## src/sv/sector_cache_second_chance_unit_defines.svh

```systemverilog
// Assertion macros shared by the sector cache second chance unit RTL.
`ifndef SECTOR_CACHE_SECOND_CHANCE_UNIT_DEFINES_SVH
`define SECTOR_CACHE_SECOND_CHANCE_UNIT_DEFINES_SVH

`ifndef ASSERT_OFF
`define SCSC_ASSERT_IMP(lbl, ante, cons, msg) \
    lbl: assert property (@(posedge clk) disable iff (!rst_n) (ante) |-> (cons)) \
        else $error(msg);
`define SCSC_ASSERT_NEXT(lbl, ante, cons, msg) \
    lbl: assert property (@(posedge clk) disable iff (!rst_n) (ante) |=> (cons)) \
        else $error(msg);
`else
`define SCSC_ASSERT_IMP(lbl, ante, cons, msg)
`define SCSC_ASSERT_NEXT(lbl, ante, cons, msg)
`endif

`endif

```

## src/sv/scsc_pkg.sv

```systemverilog
// Types, constants and action codes of the sector cache second chance unit.
`timescale 1ns / 1ps
`default_nettype none

package scsc_pkg;

    localparam int ENTRIES     = 64;
    localparam int SLOT_W      = $clog2(ENTRIES);
    localparam int CNT_W       = SLOT_W + 1;
    localparam int SECTOR_W    = 32;
    localparam int SECTOR_BITS = 32;
    localparam logic [SECTOR_W-1:0] SECTOR_MASK =
        SECTOR_W'((64'(1) << SECTOR_BITS) - 64'(1));

    localparam logic [1:0] ACT_READ  = 2'd0;
    localparam logic [1:0] ACT_WRITE = 2'd1;
    localparam logic [1:0] ACT_FLUSH = 2'd2;

    typedef struct packed {
        logic [1:0]          action;
        logic [SECTOR_W-1:0] sector;
    } req_word_t;

    typedef struct packed {
        logic [5:0]          slot;
        logic                hit;
        logic                fill_needed;
        logic                writeback_needed;
        logic [SECTOR_W-1:0] writeback_sector;
        logic                last;
    } res_word_t;

    typedef struct packed {
        logic load;
        logic scan;
        logic commit_hit;
        logic commit_fill;
        logic evict_step;
        logic commit_evict;
    } cmd_t;

    typedef struct packed {
        logic hit;
        logic scan_done;
        logic full;
        logic ref_at_hand;
    } sts_t;

endpackage

`default_nettype wire

```

## src/sv/scsc_datapath.sv

```systemverilog
// Tag RAM, dirty and reference bits, clock hand and result register.
`timescale 1ns / 1ps
`default_nettype none
`include "sector_cache_second_chance_unit_defines.svh"

module scsc_datapath import scsc_pkg::*;
(
    input  wire logic      clk,
    input  wire logic      rst_n,
    input  wire req_word_t request,
    input  wire cmd_t      cmd,
    output sts_t           sts,
    output logic           result_valid,
    output res_word_t      result
);

    logic [SECTOR_W-1:0] tag_mem [ENTRIES];

    logic [1:0]          act_reg, act_next;
    logic [SECTOR_W-1:0] sec_reg, sec_next;
    logic [SECTOR_W-1:0] tag_q_reg;
    logic [CNT_W-1:0]    addr_reg, addr_next;
    logic                rd_vld_reg, rd_vld_next;
    logic [SLOT_W-1:0]   rd_idx_reg, rd_idx_next;
    logic [CNT_W-1:0]    filled_reg, filled_next;
    logic [SLOT_W-1:0]   hand_reg, hand_next;
    logic [SLOT_W-1:0]   victim_reg, victim_next;
    logic [ENTRIES-1:0]  dirty_reg, dirty_next;
    logic [ENTRIES-1:0]  ref_reg, ref_next;
    res_word_t           res_reg, res_next;
    logic                res_vld_reg, res_vld_next;

    logic                mem_we, mem_re;
    logic [SLOT_W-1:0]   mem_waddr, mem_raddr;
    logic                is_flush, is_write;
    logic [ENTRIES:0]    above;
    logic [SLOT_W-1:0]   new_slot;

    function automatic logic [SLOT_W-1:0] wrap_inc(input logic [SLOT_W-1:0] v);
        wrap_inc = (v == SLOT_W'(ENTRIES - 1)) ? '0 : v + 1'b1;
    endfunction

    assign is_flush = (act_reg == ACT_FLUSH);
    assign is_write = (act_reg == ACT_WRITE);
    assign above    = {(ENTRIES + 1){1'b1}} << ({1'b0, rd_idx_reg} + CNT_W'(1));
    assign new_slot = filled_reg[SLOT_W-1:0];

    assign sts.hit         = rd_vld_reg && (tag_q_reg == sec_reg);
    assign sts.scan_done   = (addr_reg >= filled_reg) && !rd_vld_reg;
    assign sts.full        = (filled_reg == CNT_W'(ENTRIES));
    assign sts.ref_at_hand = ref_reg[hand_reg];

    always_comb
    begin
        act_next     = act_reg;
        sec_next     = sec_reg;
        addr_next    = addr_reg;
        rd_vld_next  = rd_vld_reg;
        rd_idx_next  = rd_idx_reg;
        filled_next  = filled_reg;
        hand_next    = hand_reg;
        victim_next  = victim_reg;
        dirty_next   = dirty_reg;
        ref_next     = ref_reg;
        res_next     = '0;
        res_vld_next = 1'b0;
        mem_we       = 1'b0;
        mem_re       = 1'b0;
        mem_waddr    = new_slot;
        mem_raddr    = addr_reg[SLOT_W-1:0];

        if (cmd.load)
        begin
            act_next    = request.action;
            sec_next    = request.sector & SECTOR_MASK;
            addr_next   = '0;
            rd_vld_next = 1'b0;
        end

        if (cmd.scan)
        begin
            rd_vld_next = 1'b0;
            if (addr_reg < filled_reg)
            begin
                if (!is_flush || dirty_reg[addr_reg[SLOT_W-1:0]])
                begin
                    mem_re      = 1'b1;
                    rd_vld_next = 1'b1;
                    rd_idx_next = addr_reg[SLOT_W-1:0];
                end
                addr_next = addr_reg + 1'b1;
            end
            if (is_flush && rd_vld_reg)
            begin
                res_vld_next              = 1'b1;
                res_next.slot             = 6'(rd_idx_reg);
                res_next.writeback_needed = 1'b1;
                res_next.writeback_sector = tag_q_reg;
                res_next.last             = ((dirty_reg & above[ENTRIES-1:0]) == '0);
            end
        end

        if (cmd.commit_hit)
        begin
            ref_next[rd_idx_reg] = 1'b1;
            if (is_write)
                dirty_next[rd_idx_reg] = 1'b1;
            res_vld_next  = 1'b1;
            res_next.slot = 6'(rd_idx_reg);
            res_next.hit  = 1'b1;
            res_next.last = 1'b1;
        end

        if (cmd.commit_fill)
        begin
            mem_we               = 1'b1;
            mem_waddr            = new_slot;
            filled_next          = filled_reg + 1'b1;
            ref_next[new_slot]   = 1'b1;
            dirty_next[new_slot] = is_write;
            res_vld_next         = 1'b1;
            res_next.slot        = 6'(new_slot);
            res_next.fill_needed = 1'b1;
            res_next.last        = 1'b1;
        end

        if (cmd.evict_step)
        begin
            if (ref_reg[hand_reg])
            begin
                ref_next[hand_reg] = 1'b0;
                hand_next          = wrap_inc(hand_reg);
            end
            else
            begin
                victim_next = hand_reg;
                mem_re      = 1'b1;
                mem_raddr   = hand_reg;
            end
        end

        if (cmd.commit_evict)
        begin
            mem_we                 = 1'b1;
            mem_waddr              = victim_reg;
            dirty_next[victim_reg] = is_write;
            ref_next[victim_reg]   = 1'b1;
            hand_next              = wrap_inc(victim_reg);
            res_vld_next           = 1'b1;
            res_next.slot          = 6'(victim_reg);
            res_next.fill_needed   = 1'b1;
            res_next.last          = 1'b1;
            if (dirty_reg[victim_reg])
            begin
                res_next.writeback_needed = 1'b1;
                res_next.writeback_sector = tag_q_reg;
            end
        end
    end

    always_ff @(posedge clk)
    begin
        if (mem_we)
            tag_mem[mem_waddr] <= sec_reg;
        if (mem_re)
            tag_q_reg <= tag_mem[mem_raddr];
    end

    always_ff @(posedge clk or negedge rst_n)
    begin
        if (!rst_n)
        begin
            addr_reg    <= '0;
            rd_vld_reg  <= 1'b0;
            filled_reg  <= '0;
            hand_reg    <= '0;
            dirty_reg   <= '0;
            ref_reg     <= '0;
            res_vld_reg <= 1'b0;
        end
        else
        begin
            addr_reg    <= addr_next;
            rd_vld_reg  <= rd_vld_next;
            filled_reg  <= filled_next;
            hand_reg    <= hand_next;
            dirty_reg   <= dirty_next;
            ref_reg     <= ref_next;
            res_vld_reg <= res_vld_next;
        end
    end

    always_ff @(posedge clk)
    begin
        act_reg    <= act_next;
        sec_reg    <= sec_next;
        rd_idx_reg <= rd_idx_next;
        victim_reg <= victim_next;
        res_reg    <= res_next;
    end

    assign result_valid = res_vld_reg;
    assign result       = res_reg;

    // hand only moves once every slot is in use
    `SCSC_ASSERT_IMP(a_hand_idle, filled_reg != CNT_W'(ENTRIES), hand_reg == '0, "hand moved while filling")
    `SCSC_ASSERT_IMP(a_hit_clean, res_vld_reg && res_reg.hit, !res_reg.fill_needed && !res_reg.writeback_needed, "hit with fill or writeback")
    `SCSC_ASSERT_NEXT(a_fill_grow, cmd.commit_fill, filled_reg == $past(filled_reg) + 1'b1, "fill count did not advance")

endmodule

`default_nettype wire

```

## src/sv/scsc_ctrl.sv

```systemverilog
// Control state machine sequencing lookup, eviction and flush.
`timescale 1ns / 1ps
`default_nettype none

module scsc_ctrl import scsc_pkg::*;
(
    input  wire logic       clk,
    input  wire logic       rst_n,
    input  wire logic       start,
    input  wire logic [1:0] action,
    input  wire sts_t       sts,
    output cmd_t            cmd,
    output logic            busy
);

    typedef enum logic [2:0] {
        S_IDLE,
        S_LOOK,
        S_EVICT,
        S_VICTIM,
        S_FLUSH
    } state_t;

    state_t state_reg, state_next;
    logic   busy_reg, busy_next;

    always_comb
    begin
        state_next = state_reg;
        cmd        = '0;
        unique case (state_reg)
            S_IDLE:
            begin
                if (start)
                begin
                    cmd.load = 1'b1;
                    unique case (action)
                        ACT_READ, ACT_WRITE: state_next = S_LOOK;
                        ACT_FLUSH:           state_next = S_FLUSH;
                        default:             state_next = S_IDLE;
                    endcase
                end
            end
            S_LOOK:
            begin
                if (sts.hit)
                begin
                    cmd.commit_hit = 1'b1;
                    state_next     = S_IDLE;
                end
                else if (sts.scan_done)
                begin
                    if (sts.full)
                        state_next = S_EVICT;
                    else
                    begin
                        cmd.commit_fill = 1'b1;
                        state_next      = S_IDLE;
                    end
                end
                else
                    cmd.scan = 1'b1;
            end
            S_EVICT:
            begin
                cmd.evict_step = 1'b1;
                if (!sts.ref_at_hand)
                    state_next = S_VICTIM;
            end
            S_VICTIM:
            begin
                cmd.commit_evict = 1'b1;
                state_next       = S_IDLE;
            end
            S_FLUSH:
            begin
                if (sts.scan_done)
                    state_next = S_IDLE;
                else
                    cmd.scan = 1'b1;
            end
            default: state_next = S_IDLE;
        endcase
        busy_next = (state_next != S_IDLE);
    end

    always_ff @(posedge clk or negedge rst_n)
    begin
        if (!rst_n)
        begin
            state_reg <= S_IDLE;
            busy_reg  <= 1'b0;
        end
        else
        begin
            state_reg <= state_next;
            busy_reg  <= busy_next;
        end
    end

    assign busy = busy_reg;

endmodule

`default_nettype wire

```

## src/sv/sector_cache_second_chance_unit.sv

```systemverilog
// Top level of the second chance sector cache tag and replacement unit.
//
//  channel   | handshake             | word
//  ----------+-----------------------+------------------------------------
//  request   | start && !busy        | action, sector
//  result    | result_valid (strobe) | slot, hit, fill_needed,
//            |                       | writeback_needed, writeback_sector, last
//
// Tags sit in a single-port RAM scanned one slot per cycle. A read or write
// stops its scan on a hit; on a miss it fills the next free slot or, with
// all slots in use, evicts. Eviction clears the mark of each referenced slot
// the hand passes and takes the first unreferenced one. A flush holds busy
// while it scans the filled slots and strobes one word per dirty slot. Reset clears the
// marks, hand and fill count at once; no clearing pass. Results cannot be stalled.
`timescale 1ns / 1ps
`default_nettype none

module sector_cache_second_chance_unit import scsc_pkg::*;
(
    input  wire logic      clk,
    input  wire logic      rst_n,
    input  wire logic      start,
    output logic           busy,
    input  wire req_word_t request,
    output logic           result_valid,
    output res_word_t      result
);

    cmd_t cmd;
    sts_t sts;

    scsc_ctrl u_ctrl (
        .clk    (clk),
        .rst_n  (rst_n),
        .start  (start),
        .action (request.action),
        .sts    (sts),
        .cmd    (cmd),
        .busy   (busy)
    );

    scsc_datapath u_datapath (
        .clk          (clk),
        .rst_n        (rst_n),
        .request      (request),
        .cmd          (cmd),
        .sts          (sts),
        .result_valid (result_valid),
        .result       (result)
    );

endmodule

`default_nettype wire
```

## config.mk

```make
export PLATFORM = sky130hd
export DESIGN_NAME = sector_cache_second_chance_unit
export DESIGN_NICKNAME = d
export VERILOG_FILES = /design/src/sv/scsc_pkg.sv /design/src/sv/scsc_datapath.sv /design/src/sv/scsc_ctrl.sv /design/src/sv/sector_cache_second_chance_unit.sv
export VERILOG_INCLUDE_DIRS = /design/src /design/src/sv
export SDC_FILE = /design/constraint.sdc
export NUM_CORES = 2
export LEC_CHECK = 0
export ABC_AREA = 1
export BUFFER_PORTS_ARGS = -buffer_cell sky130_fd_sc_hd__buf_2
export CORE_MARGIN = 4
export CORE_UTILIZATION = 55
export CTS_CLUSTER_SIZE = 30
export DETAILED_ROUTE_END_ITERATION = 8
export PLACE_DENSITY_LB_ADDON = 0.12
export SYNTH_ARGS = -nofsm -noshare
export SYNTH_HDL_FRONTEND = slang
export SYNTH_SLANG_ARGS = --single-unit
export TNS_END_PERCENT = 10
```

## constraint.sdc

```tcl
create_clock -name clk -period 8.6 [get_ports clk]
set_input_delay 0.43 -clock clk [delete_from_list [all_inputs] [get_ports clk]]
set_output_delay 0.43 -clock clk [all_outputs]
set_load 0.005 [all_outputs]
```

==> results <==
- Data on the critical path is required at its endpoint by 9.21 ns.
- The final non-filler cell total is 13261.
- The number of warning messages in the yosys log is 0.
- The synthesis-stage register bit count is 2322.
- The worst-case reg-to-reg path depth is 17.
- The clock period minus final worst setup slack is 6.13 ns.
- The total number of clock tree sinks is 2322.
- Cells with a size suffix above 1 make up 6.37% of the layout.
- The routed design has 344 mm of wire.
- The final worst-path setup slack is 2.47 ns.
- After detailed routing, the number of vias per cell comes to 5.73.
- The die covers 0.196 sq mm.
- The netlist area before placement is 0.104 sq mm.
- The worst hold path cell count is 5.
- Measured against its own limit, the worst slew margin works out to 7.58%.
- For this configuration, the core starts out at a cell density of 55.3%.
- The area share of the largest cell type after synthesis is 61.6%.
- The number of instances resized during post-cts repair is 0.
- The critical path data arrival time is 6.74 ns.
- The count of mapped cells out of synthesis is 10545.
- The parity-gate share of the synthesized area counting xor and xnor cells is 0.169%.
- 81 I/O pins were placed.
- Setup violations remaining at the end of the flow were counted as 0.
- Ranked by total cell area, the synthesized netlist is headed by sky130_fd_sc_hd__edfxtp_1 (62%), sky130_fd_sc_hd__nand2_1 (11%), sky130_fd_sc_hd__nand3_1 (10%), sky130_fd_sc_hd__inv_1 (7.0%), sky130_fd_sc_hd__dfrtp_1 (3.7%).
- From synthesis to final layout, the design area changed by 10.9%.
- Global routing consumed, over all layers together, 34.4% of the routing resources.
- TritonCTS built the clock tree.
- The share of async-settable or async-resettable flops after synthesis is 6.63%.
- In this run, post-CTS hold repair placed 35 buffers.
- The total power divided by cell area is 328 mW/mm^2.
- In this run, the number of DRC markers left after iteration 0 of detailed routing was 10994.
- Dividing the synthesized area by the synthesized cell count gives 9.84 sq um.
- The number of antenna violations at the first check in global routing is 27.
- The die width is 442 um.
- The number of remaining DRC errors is 0.
- The critical path in this run is classified as reg -> reg.
- The remaining number of nets flagged by the antenna check after routing is 0.
- The kind of start point of the critical path is a register.
- The synthesized-area fraction occupied by adder cells is 0.205%.
- Setup repair after global routing left no endpoint under its margin.
- The synthesized design contains 2126 enable-type register cells.
- The flip-flop count of the largest register after layout is 2048.
- The library cell used most frequently in the layout, excluding fill and tap cells, is sky130_fd_sc_hd__nand2_1.
- The maximum number of pins on one net before global-route repair is 190.
- The kind of end point of the critical path is a register.
- Timing would allow up to 163 MHz.
- The analysis attributes to cell leakage a power of 0.0491 uW.
- The HPWL reported at the end of detailed placement is 208 mm.
- The main combinational cell family by area after synthesis is simple AND/OR/NAND/NOR gates.
- Dividing the final minimum period by the clock period gives 71.2%.
- The placed cell count is 12785.
- The hold violation count in the final report is 0.
- The layout has 15474 filler cells.
- The final max-slew violation count was 0.
- The synthesized netlist devotes 22.4% of its cell area to simple gates.
- During placement, the flow inserted port buffers numbering 80.
- The number of H-tree levels is 4.
- The net count of the finished layout is 10615.
- The number of setup buffers added after CTS is 0.
- The tool flagged a number of max-cap violations equal to 0.
- The buffer cell driving the clock tree root is sky130_fd_sc_hd__clkbuf_16.
- In this run the vertical extent of the chip is 442 um.
- The number of nets handed over by synthesis was 10599.
- Along the worst path, the maximum fanout reaches 83.
- The actual slew at the worst max-slew pin is 1.39 ns.
- The first detailed-routing pass ran for 7 iterations.
- The share of synthesized area occupied by flip-flops and latches is 66.1%.
- The total core area is 0.188 sq mm.
- The first global-routing pass estimated 491 mm of wire.
- The portion of synthesized area spent on multiplexers is 0%.
- The run finished with clean final reports.
- Clock latency on the worst-skew pair, taken at its later pin, is 0.89 ns.
- The standard-cell row count is 159.
- Between clock sinks in the finished design, the worst skew comes to 0.0515 ns.
- For the final routed database, the setup TNS stands at 0 ns.
- Global routing finished with a remaining overflow of 0.
- The worst slack after detailed placement is 2.66 ns.
- The CTS buffer count is 234.
- For this run, the leading register cell type out of synthesis is sky130_fd_sc_hd__edfxtp_1.
- In the layout the commonest cells are sky130_fd_sc_hd__nand2_1 (2955), sky130_fd_sc_hd__edfxtp_1 (2126), sky130_fd_sc_hd__nand3_1 (2076).
- The area fraction in compound gates after synthesis is 1.86%.
- The min-delay analysis places its worst path in the category in -> reg.
- In the final routed layout, each cell accounts on average for 26.0 um.
- The number of unique standard cell types used by synthesis is 55.
- The via count of the first global-routing pass was 70092.
- Across the VDD grid, the largest voltage drop is 311 uV.
- At the end of routability-driven placement, the weighted congestion stood at 1.00.
- The buffer depth of the longest clock path is 3.
- The cell type with the highest aggregate area in the netlist is sky130_fd_sc_hd__edfxtp_1.
- Clock-pin slew was measured on the worst setup and hold paths at 0.06 ns.
- Detailed routing inserted a total of 75963 vias.
## cells in the mapped netlist (3+ instances only)
cell type,n
sky130_fd_sc_hd__o2111ai_1,6
sky130_fd_sc_hd__a22oi_1,4
sky130_fd_sc_hd__inv_1,1944
sky130_fd_sc_hd__edfxtp_1,2126
sky130_fd_sc_hd__nor3_2,3
sky130_fd_sc_hd__nor4_1,7
sky130_fd_sc_hd__nand3b_1,4
sky130_fd_sc_hd__buf_2,334
sky130_fd_sc_hd__xor2_1,13
sky130_fd_sc_hd__o211ai_1,41
sky130_fd_sc_hd__buf_1,39
sky130_fd_sc_hd__a221oi_1,12
sky130_fd_sc_hd__xnor2_1,7
sky130_fd_sc_hd__o31ai_1,4
sky130_fd_sc_hd__or2_2,12
sky130_fd_sc_hd__clkbuf_1,114
sky130_fd_sc_hd__a31oi_1,9
sky130_fd_sc_hd__nor2_1,277
sky130_fd_sc_hd__dfrtp_1,154
sky130_fd_sc_hd__ha_1,17
sky130_fd_sc_hd__nand3_1,2077
sky130_fd_sc_hd__buf_4,7
sky130_fd_sc_hd__o22a_1,10
sky130_fd_sc_hd__nand4_1,27
sky130_fd_sc_hd__o32ai_1,3
sky130_fd_sc_hd__o21ai_1,11
sky130_fd_sc_hd__nand2_1,2958
sky130_fd_sc_hd__o21ai_0,141
sky130_fd_sc_hd__dfxtp_1,42
sky130_fd_sc_hd__nor3_1,40
sky130_fd_sc_hd__clkinv_1,4
sky130_fd_sc_hd__a21oi_1,38
sky130_fd_sc_hd__inv_2,6
sky130_fd_sc_hd__nor2_4,4
sky130_fd_sc_hd__o22ai_1,23
## worst paths after layout
check	endpoint	slack (ns)	from
worst max-delay path	u_datapath.tag_q_reg[20]	2.47	u_datapath.hand_reg[0]
worst min-delay path	u_ctrl.state_reg[2]	0.09	start
worst max register to register	u_datapath.tag_q_reg[20]	2.47	u_datapath.hand_reg[0]
worst min register to register	u_datapath.ref_reg[35]	0.51	u_datapath.ref_reg[35]
max in group asynchronous	u_ctrl.state_reg[1]	6.53	rst_n
min in group asynchronous	u_datapath.ref_reg[13]	0.12	rst_n
## area by class of cell
cell class	count	area, sq um	area share (%)
Multi-Input combinational cell	5770	26100	22.7
Tap cell	2495	3120	2.71
Clock inverter	129	1160	1.01
Timing Repair Buffer	277	2300	2.00
Clock buffer	307	6400	5.56
Sequential cell	2322	68500	59.6
Antenna cell	5	12.5	0.0109
Inverter	1956	7360	6.40
## cells by family after synthesis
| logic type | count (synthesis) |
|---|---|
| simple gates | 5416 |
| buf+inv | 2453 |
| xor+xnor | 20 |
| fa+ha+maj | 17 |
| compound gates | 317 |
| flops | 2322 |
## worst max-delay path, cell delays in order, from the launching register on
cell and delay, ns:
sky130_fd_sc_hd__dfrtp_1 0.91, sky130_fd_sc_hd__buf_4 0.42, sky130_fd_sc_hd__nand2_1 0.11, sky130_fd_sc_hd__nand3_1 0.10, sky130_fd_sc_hd__nand2_1 0.06, sky130_fd_sc_hd__o21ai_1 0.21, sky130_fd_sc_hd__nand2_1 0.13, sky130_fd_sc_hd__nor2_4 0.20
sky130_fd_sc_hd__nand4_4 0.48, sky130_fd_sc_hd__nand2_4 0.98, sky130_fd_sc_hd__buf_12 0.38, sky130_fd_sc_hd__nand2_1 0.11, sky130_fd_sc_hd__nand3_1 0.10, sky130_fd_sc_hd__nand3_1 0.23, sky130_fd_sc_hd__nand3_1 0.29, sky130_fd_sc_hd__nand3_1 0.17
sky130_fd_sc_hd__nand3_1 0.55, sky130_fd_sc_hd__nand2_1 0.11
## routing by layer
metal / share of wire (%) / GRT usage (%)
met1: 39 / 48.1
met4: 5.9 / 17.4
met5: 0.0099 / 0
met2: 45 / 51.8
met3: 10 / 6.62
## power breakdown
| part | internal (uW) | switching, uW | total [uW] |
|---|---|---|---|
| Combinational | 3260 | 10500 | 13800 |
| Sequential | 13300 | 485 | 13800 |
| Clock | 5720 | 4390 | 10100 |
## per-stage QoR
stage          utilization (%)  cell area [sq um]  hold slack, ns  total power, uW
2_1_floorplan                -             104000           0.134            21900
3_3_place_gp              57.1             107000           0.428            27400
3_5_place_dp              57.1             107000           0.430            27500
4_1_cts                   61.3             115000         0.00538            37500
5_1_grt                   61.3             115000          0.0765            39200
6_report                  61.3             115000          0.0886            37700
No activity file was read; power rests on OpenSTA's default activity.
